`src/rtl/core/fsfp_pkg.sv`:
```
// Package for the format specification flag parser.
// Holds character codes, the parse phase type, length codes and the result record.
// No dependencies.
package fsfp_pkg;

	localparam int COUNT_BITS_DEF = 16;
	localparam int OUT_CNT_BITS = 16;
	localparam int STAR_BITS = 32;

	localparam logic [7:0] CH_MINUS = 8'h2D;
	localparam logic [7:0] CH_PLUS = 8'h2B;
	localparam logic [7:0] CH_SPACE = 8'h20;
	localparam logic [7:0] CH_ZERO = 8'h30;
	localparam logic [7:0] CH_NINE = 8'h39;
	localparam logic [7:0] CH_HASH = 8'h23;
	localparam logic [7:0] CH_STAR = 8'h2A;
	localparam logic [7:0] CH_DOT = 8'h2E;
	localparam logic [7:0] CH_H = 8'h68;
	localparam logic [7:0] CH_L = 8'h6C;
	localparam logic [7:0] CH_BIG_L = 8'h4C;

	localparam int FLAG_BITS = 5;
	localparam logic [FLAG_BITS-1:0] F_MINUS = 5'b00001;
	localparam logic [FLAG_BITS-1:0] F_PLUS = 5'b00010;
	localparam logic [FLAG_BITS-1:0] F_SPACE = 5'b00100;
	localparam logic [FLAG_BITS-1:0] F_ZERO = 5'b01000;
	localparam logic [FLAG_BITS-1:0] F_HASH = 5'b10000;

	localparam logic [2:0] LEN_NONE = 3'd0;
	localparam logic [2:0] LEN_HH = 3'd1;
	localparam logic [2:0] LEN_H = 3'd2;
	localparam logic [2:0] LEN_LL = 3'd3;
	localparam logic [2:0] LEN_L = 3'd4;
	localparam logic [2:0] LEN_BIG_L = 3'd5;

	typedef enum logic [5:0] {
		PH_FLAGS = 6'b000001,
		PH_WIDTH = 6'b000010,
		PH_DOT   = 6'b000100,
		PH_PREC  = 6'b001000,
		PH_LEN1  = 6'b010000,
		PH_LEN2  = 6'b100000
	} phase_t;

	typedef struct packed {
		logic                    left_justify;
		logic                    plus_sign;
		logic                    space_sign;
		logic                    zero_pad;
		logic                    alt_form;
		logic [OUT_CNT_BITS-1:0] field_width;
		logic                    prec_given;
		logic [OUT_CNT_BITS-1:0] prec_value;
		logic [2:0]              length_mod;
		logic [7:0]              conversion;
	} rec_t;

	function automatic logic [FLAG_BITS-1:0] flag_of(input logic [7:0] c);
		logic [FLAG_BITS-1:0] f;
		case (c)
			CH_MINUS: f = F_MINUS;
			CH_PLUS:  f = F_PLUS;
			CH_SPACE: f = F_SPACE;
			CH_ZERO:  f = F_ZERO;
			CH_HASH:  f = F_HASH;
			default:  f = '0;
		endcase
		return f;
	endfunction

endpackage

```
`src/rtl/core/fsfp_in_stage.sv`:
```
// Input register of the format specification flag parser.
// Captures one word and precomputes the saturated star magnitude; uses fsfp_pkg.
module fsfp_in_stage #(
	parameter int COUNT_BITS = fsfp_pkg::COUNT_BITS_DEF
) (
	input  logic                            clk,
	input  logic                            arst_n,
	input  logic                            in_valid,
	output logic                            in_stall,
	input  logic [7:0]                      ch,
	input  logic signed [fsfp_pkg::STAR_BITS-1:0] star_arg,
	input  logic                            advance,
	output logic                            valid_s1,
	output logic [7:0]                      ch_s1,
	output logic                            star_neg_s1,
	output logic [COUNT_BITS-1:0]           star_sat_s1
);
	import fsfp_pkg::*;

	logic                 star_neg;
	logic [STAR_BITS-1:0] star_mag;
	logic [COUNT_BITS-1:0] star_sat;
	logic                 take;

	assign star_neg = star_arg[STAR_BITS-1];
	assign star_mag = star_neg ? (~star_arg + STAR_BITS'(1)) : star_arg;
	assign star_sat = (|star_mag[STAR_BITS-1:COUNT_BITS]) ? '1 : star_mag[COUNT_BITS-1:0];

	assign in_stall = valid_s1 && !advance;
	assign take = in_valid && !in_stall;

	always_ff @(posedge clk or negedge arst_n) begin
		if (!arst_n) begin
			valid_s1 <= 1'b0;
		end else if (!in_stall) begin
			valid_s1 <= in_valid;
		end
	end

	always_ff @(posedge clk) begin
		if (take) begin
			ch_s1 <= ch;
			star_neg_s1 <= star_neg;
			star_sat_s1 <= star_sat;
		end
	end

endmodule

```
`src/rtl/core/fsfp_parse_core.sv`:
```
// Parse state and per-character update of the format specification flag parser.
// Holds phase, flags, width, precision and length code; uses fsfp_pkg.
module fsfp_parse_core #(
	parameter int COUNT_BITS = fsfp_pkg::COUNT_BITS_DEF
) (
	input  logic                  clk,
	input  logic                  arst_n,
	input  logic                  fire,
	input  logic [7:0]            ch_s1,
	input  logic                  star_neg_s1,
	input  logic [COUNT_BITS-1:0] star_sat_s1,
	output logic                  emit,
	output fsfp_pkg::rec_t        rec
);
	import fsfp_pkg::*;

	phase_t                phase_q, phase_d;
	logic [FLAG_BITS-1:0]  flags_q, flags_d;
	logic [COUNT_BITS-1:0] width_q, width_d;
	logic [COUNT_BITS-1:0] prec_q, prec_d;
	logic                  seen_q, seen_d;
	logic [2:0]            len_q, len_d;

	logic                  digit;
	logic [3:0]            dval;
	logic                  is_w, is_dot, is_prec;
	logic [FLAG_BITS-1:0]  fl;
	logic [COUNT_BITS-1:0] width_step, prec_step;
	logic [COUNT_BITS+3:0] wext, pext, wprod, pprod, dext;
	logic [31:0]           width_wide, prec_wide;

	assign digit = (ch_s1 >= CH_ZERO) && (ch_s1 <= CH_NINE);
	assign dval = ch_s1[3:0];
	assign is_w = phase_q == PH_WIDTH;
	assign is_dot = phase_q == PH_DOT;
	assign is_prec = phase_q == PH_PREC;
	assign fl = flag_of(ch_s1);

	assign wext = {4'b0, width_q};
	assign pext = {4'b0, prec_q};
	assign dext = {{COUNT_BITS{1'b0}}, dval};
	assign wprod = (wext << 3) + (wext << 1) + dext;
	assign pprod = (pext << 3) + (pext << 1) + dext;
	assign width_step = (|wprod[COUNT_BITS+3:COUNT_BITS]) ? '1 : wprod[COUNT_BITS-1:0];
	assign prec_step = (|pprod[COUNT_BITS+3:COUNT_BITS]) ? '1 : pprod[COUNT_BITS-1:0];

	always_comb begin
		phase_d = phase_q;
		flags_d = flags_q;
		width_d = width_q;
		prec_d = prec_q;
		seen_d = seen_q;
		len_d = len_q;
		emit = 1'b0;
		unique case (phase_q)
			PH_LEN1: begin
				if (ch_s1 == CH_H && len_q == LEN_H) begin
					len_d = LEN_HH;
					phase_d = PH_LEN2;
				end else if (ch_s1 == CH_L && len_q == LEN_L) begin
					len_d = LEN_LL;
					phase_d = PH_LEN2;
				end else begin
					emit = 1'b1;
				end
			end
			PH_LEN2: begin
				emit = 1'b1;
			end
			default: begin
				if (digit && (is_w || is_dot || is_prec)) begin
					if (is_w) begin
						width_d = width_step;
					end else begin
						prec_d = prec_step;
						phase_d = PH_PREC;
					end
				end else if (digit && ch_s1 != CH_ZERO) begin
					width_d = COUNT_BITS'(dval);
					phase_d = PH_WIDTH;
				end else if (fl != '0) begin
					flags_d = flags_q | fl;
					phase_d = PH_FLAGS;
				end else if (ch_s1 == CH_STAR) begin
					if (is_dot) begin
						seen_d = !star_neg_s1;
						prec_d = star_neg_s1 ? '0 : star_sat_s1;
					end else begin
						if (star_neg_s1) begin
							flags_d = flags_q | F_MINUS;
						end
						width_d = star_sat_s1;
					end
					phase_d = PH_FLAGS;
				end else if (ch_s1 == CH_DOT) begin
					seen_d = 1'b1;
					prec_d = '0;
					phase_d = PH_DOT;
				end else if (ch_s1 == CH_H) begin
					len_d = LEN_H;
					phase_d = PH_LEN1;
				end else if (ch_s1 == CH_L) begin
					len_d = LEN_L;
					phase_d = PH_LEN1;
				end else if (ch_s1 == CH_BIG_L) begin
					len_d = LEN_BIG_L;
					phase_d = PH_LEN2;
				end else begin
					emit = 1'b1;
				end
			end
		endcase
		if (emit) begin
			phase_d = PH_FLAGS;
			flags_d = '0;
			width_d = '0;
			prec_d = '0;
			seen_d = 1'b0;
			len_d = LEN_NONE;
		end
	end

	assign width_wide = 32'(width_q);
	assign prec_wide = 32'(prec_q);

	always_comb begin
		rec.left_justify = flags_q[0];
		rec.plus_sign = flags_q[1];
		rec.space_sign = flags_q[2] && !flags_q[1];
		rec.zero_pad = flags_q[3] && !flags_q[0];
		rec.alt_form = flags_q[4];
		rec.field_width = width_wide[OUT_CNT_BITS-1:0];
		rec.prec_given = seen_q;
		rec.prec_value = seen_q ? prec_wide[OUT_CNT_BITS-1:0] : '0;
		rec.length_mod = len_q;
		rec.conversion = ch_s1;
	end

	always_ff @(posedge clk or negedge arst_n) begin
		if (!arst_n) begin
			phase_q <= PH_FLAGS;
			flags_q <= '0;
			width_q <= '0;
			prec_q <= '0;
			seen_q <= 1'b0;
			len_q <= LEN_NONE;
		end else if (fire) begin
			phase_q <= phase_d;
			flags_q <= flags_d;
			width_q <= width_d;
			prec_q <= prec_d;
			seen_q <= seen_d;
			len_q <= len_d;
		end
	end

endmodule

```
`src/rtl/core/fsfp_out_reg.sv`:
```
// Result register of the format specification flag parser.
// Holds one finished record until the downstream side takes it; uses fsfp_pkg.
module fsfp_out_reg (
	input  logic           clk,
	input  logic           arst_n,
	input  logic           load,
	input  fsfp_pkg::rec_t rec_in,
	input  logic           out_stall,
	output logic           out_valid,
	output logic           can_take,
	output fsfp_pkg::rec_t rec_q
);
	import fsfp_pkg::*;

	logic valid_q;

	assign out_valid = valid_q;
	assign can_take = !valid_q || !out_stall;

	always_ff @(posedge clk or negedge arst_n) begin
		if (!arst_n) begin
			valid_q <= 1'b0;
		end else if (load) begin
			valid_q <= 1'b1;
		end else if (!out_stall) begin
			valid_q <= 1'b0;
		end
	end

	always_ff @(posedge clk) begin
		if (load) begin
			rec_q <= rec_in;
		end
	end

endmodule

```
`src/rtl/core/format_spec_flag_parser_top.sv`:
```
// A word ending a spec is registered at the input, and its result in the result register.
// Throughput: one word per cycle; a result held by out_stall stops the parse and input.
// Each word is handled in one pass of the parse logic between the input and result registers.
// Reset: arst_n clears the parse state to the flag phase and empties both registers.
// Top level of the format specification flag parser; uses fsfp_pkg,
// fsfp_in_stage, fsfp_parse_core and fsfp_out_reg.
module format_spec_flag_parser_top #(
	parameter int COUNT_BITS = fsfp_pkg::COUNT_BITS_DEF
) (
	input  logic                                   clk,
	input  logic                                   arst_n,
	input  logic                                   in_valid,
	output logic                                   in_stall,
	input  logic [7:0]                             ch,
	input  logic signed [fsfp_pkg::STAR_BITS-1:0]  star_arg,
	output logic                                   out_valid,
	input  logic                                   out_stall,
	output logic                                   left_justify,
	output logic                                   plus_sign,
	output logic                                   space_sign,
	output logic                                   zero_pad,
	output logic                                   alt_form,
	output logic [fsfp_pkg::OUT_CNT_BITS-1:0]      field_width,
	output logic                                   prec_given,
	output logic [fsfp_pkg::OUT_CNT_BITS-1:0]      prec_value,
	output logic [2:0]                             length_mod,
	output logic [7:0]                             conversion
);
	import fsfp_pkg::*;

	logic                  can_take;
	logic                  valid_s1;
	logic [7:0]            ch_s1;
	logic                  star_neg_s1;
	logic [COUNT_BITS-1:0] star_sat_s1;
	logic                  fire;
	logic                  emit;
	rec_t                  rec_d;
	rec_t                  rec_q;

	assign fire = valid_s1 && can_take;

	fsfp_in_stage #(.COUNT_BITS(COUNT_BITS)) u_in (
		.clk         (clk),
		.arst_n      (arst_n),
		.in_valid    (in_valid),
		.in_stall    (in_stall),
		.ch          (ch),
		.star_arg    (star_arg),
		.advance     (can_take),
		.valid_s1    (valid_s1),
		.ch_s1       (ch_s1),
		.star_neg_s1 (star_neg_s1),
		.star_sat_s1 (star_sat_s1)
	);

	fsfp_parse_core #(.COUNT_BITS(COUNT_BITS)) u_core (
		.clk         (clk),
		.arst_n      (arst_n),
		.fire        (fire),
		.ch_s1       (ch_s1),
		.star_neg_s1 (star_neg_s1),
		.star_sat_s1 (star_sat_s1),
		.emit        (emit),
		.rec         (rec_d)
	);

	fsfp_out_reg u_out (
		.clk       (clk),
		.arst_n    (arst_n),
		.load      (fire && emit),
		.rec_in    (rec_d),
		.out_stall (out_stall),
		.out_valid (out_valid),
		.can_take  (can_take),
		.rec_q     (rec_q)
	);

	assign left_justify = rec_q.left_justify;
	assign plus_sign = rec_q.plus_sign;
	assign space_sign = rec_q.space_sign;
	assign zero_pad = rec_q.zero_pad;
	assign alt_form = rec_q.alt_form;
	assign field_width = rec_q.field_width;
	assign prec_given = rec_q.prec_given;
	assign prec_value = rec_q.prec_value;
	assign length_mod = rec_q.length_mod;
	assign conversion = rec_q.conversion;

endmodule

```
`config.mk`:
```
export PLATFORM = sky130hd
export DESIGN_NAME = format_spec_flag_parser_top
export DESIGN_NICKNAME = d
export VERILOG_FILES = /design/src/rtl/core/fsfp_pkg.sv /design/src/rtl/core/fsfp_in_stage.sv /design/src/rtl/core/fsfp_parse_core.sv /design/src/rtl/core/fsfp_out_reg.sv /design/src/rtl/core/format_spec_flag_parser_top.sv
export SDC_FILE = /design/constraint.sdc
export NUM_CORES = 1
export LEC_CHECK = 0
export ABC_AREA = 1
export BUFFER_PORTS_ARGS = -buffer_cell sky130_fd_sc_hd__buf_2
export CORE_MARGIN = 2
export CORE_UTILIZATION = 50
export CTS_CLUSTER_DIAMETER = 120
export DETAILED_ROUTE_END_ITERATION = 8
export GPL_TIMING_DRIVEN = 0
export PLACE_DENSITY = 0.76
export SKIP_CTS_REPAIR_TIMING = 1
export SLEW_MARGIN = 20
export SYNTH_ARGS = -nofsm -noshare
export SYNTH_HDL_FRONTEND = slang
export SYNTH_SLANG_ARGS = --single-unit
```
`constraint.sdc`:
```
create_clock -name clk -period 4.7 [get_ports clk]
set_clock_uncertainty 0.1 [all_clocks]
set_input_delay 0.47 -clock clk [delete_from_list [all_inputs] [get_ports clk]]
set_output_delay 0.47 -clock clk [all_outputs]
set_load 0.01 [all_outputs]
```
==> results of run 1 <==
==> where the power goes <==
group	internal [mW]	switching [mW]	total (mW)
Sequential	1.27	0.0621	1.33
Clock	0.715	0.585	1.30
Combinational	0.239	0.435	0.675
Total	2.23	1.08	3.31
==> synth_stat cells (all sizes together) <==
master  number  area [um2]
nand2      351        1340
nor2       135         617
inv        130         490
nand3      129         766
edfxtp      74        2220
ha          63         788
a21oi       55         279
dfrtp       48        1200
o21ai       41         224
xor2        27         236
buf         20         156
nand4       19         146
nor3        18         118
xnor2       12         105
clkbuf       8        31.3
o211ai       6        45.0
fa           4        80.1
nand3b       4        30.0
o21a         4        30.0
a31oi        3        18.8
clkinv       3        12.5
o21bai       3        22.5
o31ai        3        22.5
or2          3        21.3
and2         2        12.5
a211oi       1        7.51
a21o         1        7.51
dfstp        1        26.3
nor3b        1        7.51
nor4         1        6.26
==> cell usage in the layout (no fill, tap or decap), types with 7 or more instances in the layout <==
| master | netlist | final |
|---|---|---|
| a21oi_1 | 54 | 54 |
| buf_2 | 8 | 101 |
| buf_6 | 7 | 7 |
| clkbuf_1 | 7 | 7 |
| clkbuf_16 | 0 | 17 |
| dfrtp_1 | 48 | 48 |
| edfxtp_1 | 74 | 74 |
| ha_1 | 63 | 63 |
| inv_1 | 122 | 122 |
| inv_2 | 7 | 7 |
| inv_8 | 0 | 7 |
| nand2_1 | 344 | 344 |
| nand3_1 | 108 | 108 |
| nand3_2 | 19 | 19 |
| nand4_1 | 16 | 16 |
| nor2_1 | 109 | 108 |
| nor2_2 | 17 | 17 |
| nor2_4 | 9 | 10 |
| nor3_1 | 15 | 15 |
| o21ai_0 | 32 | 32 |
| xnor2_1 | 12 | 12 |
| xor2_1 | 27 | 27 |
==> worst paths after layout <==
check                                              start                             end  slack, ps
max in group asynchronous                         arst_n   u_core.prec_q[11]$_DFFE_PN0P_       4080
max                              u_in.ch_s1[3]$_DFFE_PP_  u_core.width_q[13]$_DFFE_PN0P_       1080
min                                               arst_n   u_core.flags_q[1]$_DFFE_PN0P_        -30
min reg2reg                u_core.flags_q[4]$_DFFE_PN0P_       u_out.rec_q[44]$_DFFE_PP_        350
max reg2reg                      u_in.ch_s1[3]$_DFFE_PP_  u_core.width_q[13]$_DFFE_PN0P_       1080
min in group clk                                   ch[0]         u_in.ch_s1[0]$_DFFE_PP_        110
==> sequential cells by signal, summed over array words and instances (netlist names) <==
name / flops
u_core.len_q: 3
u_in.valid_s1: 1
u_in.star_sat_s1: 16
u_out.rec_q: 49
u_in.ch_s1: 8
u_core.prec_q: 16
u_core.phase_q: 6
u_in.star_neg_s1: 1
u_core.flags_q: 5
u_core.seen_q: 1
u_core.width_q: 16
u_out.out_valid: 1
==> routing by layer <==
layer	vias to the layer above	part of all wire	global-route usage
met3	42	0.055	0.0349
li1	4098	-	-
met2	262	0.47	0.399
met5	-	0	0
met1	3784	0.45	0.313
met4	0	0.025	0.0898
==> critical path, stage by stage, from the launching register on <==
cell and delay, ps:
edfxtp_1 460, inv_2 150, fa_1 550, inv_1 70, fa_1 500, nand3_1 120, nand2_1 100, nand2_1 80
nand2_1 130, nand2_1 120, nand2_1 60, nand2_1 60, nand2_1 80, nor2_2 300, buf_4 240, nand3_1 100
nand2_1 70, nand2_1 60, nand3_1 70, nand2_1 60
==> cell families after synthesis <==
family | share of synthesized area
simple gates | 0.338
buf+inv | 0.0761
flops | 0.380
compound gates | 0.0724
fa+ha+maj | 0.0957
xor+xnor | 0.0377
==> stage by stage <==
step,util,cells,hold WS [ps]
final,0.584,1526,-34.5
after global routing,0.584,1526,19.7
after CTS,0.584,1526,-2.98
after detailed placement,0.551,1494,333
after global placement,0.549,1493,329
after floorplan,-,1170,74.4
==> layout make-up <==
type                            count  area [um2]  share of cell area
Multi-Input combinational cell    886        4940               0.472
Inverter                          133         503              0.0481
Tap cell                          229         287              0.0274
Clock inverter                     15         169              0.0162
Timing Repair Buffer               95         493              0.0472
Buffer                             28         188              0.0180
Clock buffer                       17         425              0.0407
Sequential cell                   123        3450               0.330
==> impl_metrics.env, run 1 <==
export IMPL_grt_max_degree=50
export IMPL_ys_warnings_count=0
export IMPL_area_delta_synth_final_pct=15.2
export IMPL_setup_viol=0
export IMPL_clk_latency_ps=440
export IMPL_rows=49
export IMPL_cts_clk_slew_worst_paths_ps=60
export IMPL_p_leak_nw=5.24
export IMPL_coreArea_mm2=0.0179
export IMPL_die_w_um=139
export IMPL_slew_headroom=0.395
export IMPL_syn_inst=1170
export IMPL_ff2ff_path_depth=19
export IMPL_cts_buffers=17
export IMPL_gp_congestion=0.915
export IMPL_power_density_mw_per_mm2=316
export IMPL_design_area_mm2=0.0105
export IMPL_grt_pass1_vias=7840
export IMPL_initial_core_util=0.507
export IMPL_post_drt_wl_per_cell_um=14.5
export IMPL_ys_types=52
export IMPL_outcome="finished, violations left"
export IMPL_dr_pass1_iters=5
export IMPL_fin_nets=1395
export IMPL_yosysSeqAreaShare=0.380
export IMPL_worst_setup_path_start_kind="flip-flop"
export IMPL_cts_sinks=123
export IMPL_drv_slew=0
export IMPL_drc_errors=0
export IMPL_tightest_slew_ps=906
export IMPL_wirelength_mm=22.1
export IMPL_post_dp_cell_area_mm2=0.00986
export IMPL_fmax_mhz=276
export IMPL_post_route_min_period_ps=3620
export IMPL_gr_total_overflow=0
export IMPL_numPortBuffers=94
export IMPL_cts_tree="done"
export IMPL_p_total_mw=3.31
export IMPL_final_setup_tns_ps=0
export IMPL_timing_hold_ws_ps=-34.5
export IMPL_worstPathRequired_ps=4920
export IMPL_grt_pass1_wl_mm=37.4
export IMPL_syn_num_nets=1281
export IMPL_antenna_found_initial=0
export IMPL_dieArea_mm2=0.0192
export IMPL_setup_ws_ps=1080
export IMPL_final_fill_count=1621
export IMPL_syn_avg_cell_area_um2=7.75
export IMPL_grt_total_usage=0.237
export IMPL_clk_path_buf_depth=2
export IMPL_cts_root_buf="clkbuf_16"
export IMPL_hold_viol_final=47
export IMPL_drt_iter0_drc=588
export IMPL_critical_path_arrival_ps=3840
export IMPL_drtAntennaViolNets=0
export IMPL_hold_class="in2async"
export IMPL_antennaDiodeCount=0
export IMPL_dp_hpwl_mm=17.0
export IMPL_cp_max_fo=10
export IMPL_worstSetupPathType="reg2reg"
export IMPL_violations="negative hold slack"
export IMPL_ios=95
export IMPL_pre_cts_slack_ps=1120
export IMPL_vias_per_cell=5.36
export IMPL_period_share=0.771
export IMPL_maxCapViolCount=0
export IMPL_crit_path_end_kind="flip-flop"
export IMPL_grt_setup_unrepaired="false"
export IMPL_htreeDepth=4
export IMPL_vias=8186
export IMPL_die_h_um=139
export IMPL_peakVddDrop_mv=0.241
export IMPL_synth_seq_cells=123
export IMPL_drive_gt1_frac=0.173
export IMPL_synthesis_area_mm2=0.00907
(Power assumes the default switching activity.)
==> run 2: changes to the inputs <==
clock period = 3.8 ns   (was 4.7 ns; I/O delays follow)
==> run 2 against run 1 <==
The flow now finishes without violations. Sequential cell count did not move. Hold slack improved by 60 ps. Die area did not move. Clock power rose by 28%. Largest cell class unchanged. Wire length rose by 0.39%. Via count fell by 0.54%. Critical path depth fell by 2. Sequential share of layout area fell by 0.19 points.
==> impl_metrics.env, run 2 (same netlist as run 1, synthesis figures left out) <==
export IMPL_antennaDiodeCount=0
export IMPL_worstSetupPathType="reg2reg"
export IMPL_worst_setup_path_start_kind="flip-flop"
export IMPL_p_int_mw=2.88
export IMPL_post_drt_wl_per_cell_um=14.5
export IMPL_grt_pass1_wl_mm=37.2
export IMPL_tightest_slew_ps=895
export IMPL_period_share=0.935
export IMPL_vias=8142
export IMPL_p_sw_mw=1.29
export IMPL_coreArea_mm2=0.0179
export IMPL_die_w_um=139
export IMPL_clk_latency_ps=430
export IMPL_fin_util=0.587
export IMPL_drt_iter0_drc=545
export IMPL_timing_hold_ws_ps=25.1
export IMPL_clk_path_buf_depth=2
export IMPL_worstPathRequired_ps=4020
export IMPL_gr_total_overflow=0
export IMPL_grt_total_usage=0.238
export IMPL_cts_root_buf="clkbuf_16"
export IMPL_drtAntennaViolNets=0
export IMPL_peakVddDrop_mv=0.294
export IMPL_drv_slew=0
export IMPL_hold_class="in2reg"
export IMPL_setup_ws_ps=247
export IMPL_cp_common_cell="nand2_1"
export IMPL_power_density_mw_per_mm2=396
export IMPL_power_share_clock=0.400
export IMPL_fin_nets=1397
export IMPL_cts_sinks=123
export IMPL_grt_max_degree=50
export IMPL_dr_pass1_iters=5
export IMPL_pre_cts_slack_ps=242
export IMPL_top_register="u_out.rec_q"
export IMPL_htreeDepth=4
export IMPL_slew_headroom=0.403
export IMPL_grt_pass1_vias=7765
export IMPL_layout_common_cells="nand2_1, inv_1, nor2_1, nand3_1, buf_2"
export IMPL_wirelength_mm=22.2
export IMPL_post_route_min_period_ps=3550
export IMPL_numPortBuffers=94
export IMPL_sequentialPowerShare=0.396
export IMPL_crit_path_end_kind="flip-flop"
export IMPL_drc_errors=0
export IMPL_initial_core_util=0.507
export IMPL_dieArea_mm2=0.0192
export IMPL_fmax_mhz=281
export IMPL_dp_hpwl_mm=17.1
export IMPL_final_fill_count=1576
export IMPL_cts_tree="done"
export IMPL_antenna_found_initial=0
export IMPL_grt_setup_unrepaired="false"
export IMPL_p_leak_nw=5.26
export IMPL_vias_per_cell=5.33
export IMPL_outcome="finished clean"
export IMPL_rows=49
export IMPL_cts_buffers=17
export IMPL_gp_congestion=0.937
export IMPL_cts_clk_slew_worst_paths_ps=70
export IMPL_maxCapViolCount=0
export IMPL_area_delta_synth_final_pct=15.9
export IMPL_cp_slowest_cell="fa_1"
export IMPL_final_setup_tns_ps=0
export IMPL_die_h_um=139
export IMPL_drive_gt1_frac=0.174
export IMPL_setup_viol=0
export IMPL_pwr_share_comb=0.204
export IMPL_swShare=0.310
export IMPL_largest_register_ffs=49
export IMPL_critical_path_arrival_ps=3770
export IMPL_cp_max_fo=10
export IMPL_cp_slowest_stage_delay_ps=550
export IMPL_layout_commonest_cell="nand2_1"
export IMPL_cp_cell_sequence="inv_2, fa_1, inv_1, fa_1, nand3_1, nand2_1, nand2_1, nand3_1, nand2_1, nand2_1, nand2_1, a21oi_1, nor2_4, buf_2, nand3_1, nand2_1, nand2_1"
export IMPL_ios=95
export IMPL_hold_viol_final=0
[run 2: changes by cell type in the layout (fill, tap and decap cells not counted), sizes merged]
cell | before | now
clkinvlp | 2 | 3
bufinv | 0 | 2
buf | 115 | 116
inv | 140 | 138
clkinv | 6 | 5
dlygate4sd3 | 0 | 1
[run 2: worst max-delay path: cells and delay by family (launching register included)]
kind,cells,cell delay (ps)
flops,1,460
buf+inv,3,480
simple gates,11,1300
fa+ha+maj,2,1010
compound gates,1,100
[run 2: final timing paths]
kind	cells after the start	slack [ps]	endpoint	startpoint
setup / recovery	17	250	u_core.prec_q[1]$_DFFE_PN0P_	u_in.ch_s1[3]$_DFFE_PP_
hold / removal	1	30	u_in.ch_s1[1]$_DFFE_PP_	ch[1]
setup reg to reg	17	250	u_core.prec_q[1]$_DFFE_PN0P_	u_in.ch_s1[3]$_DFFE_PP_
hold reg to reg	0	340	u_out.rec_q[44]$_DFFE_PP_	u_core.flags_q[4]$_DFFE_PN0P_
max in group asynchronous	2	2710	u_core.width_q[11]$_DFFE_PN0P_	arst_n
min in group asynchronous	2	440	u_core.flags_q[4]$_DFFE_PN0P_	arst_n
[run 2: metal layers]
layer  track usage  wire length (um)  vias up
li1              -                 -     4092
met4        0.0734               399        0
met2         0.402             10500      260
met5             0                 0        -
met1         0.321             10100     3757
met3        0.0352              1200       33
[run 2: layout make-up]
type	instances	area (um2)	area share
Timing Repair Buffer	97	538	0.0512
Sequential cell	123	3450	0.328
Clock inverter	15	180	0.0171
Clock buffer	17	425	0.0405
Tap cell	229	287	0.0273
Inverter	133	503	0.0478
Buffer	28	188	0.0179
Multi-Input combinational cell	886	4940	0.470
[run 2: through the flow]
stage	cell area (um2)	instances	total power, mW
after CTS	10500	1527	4.19
after global routing	10500	1528	4.37
after detailed placement	9890	1495	2.52
after global placement	9830	1493	2.48
after floorplan	9070	1170	2.21
final	10500	1528	4.17
[run 2: power groups by stage]
stage | Combinational (mW) | Clock (mW) | Sequential, mW
floorplan | 0.513 | 0 | 1.70
global placement | 0.801 | 0 | 1.68
detailed placement | 0.842 | 0 | 1.68
CTS | 0.850 | 1.69 | 1.65
global route | 0.950 | 1.75 | 1.66
finish | 0.849 | 1.67 | 1.65
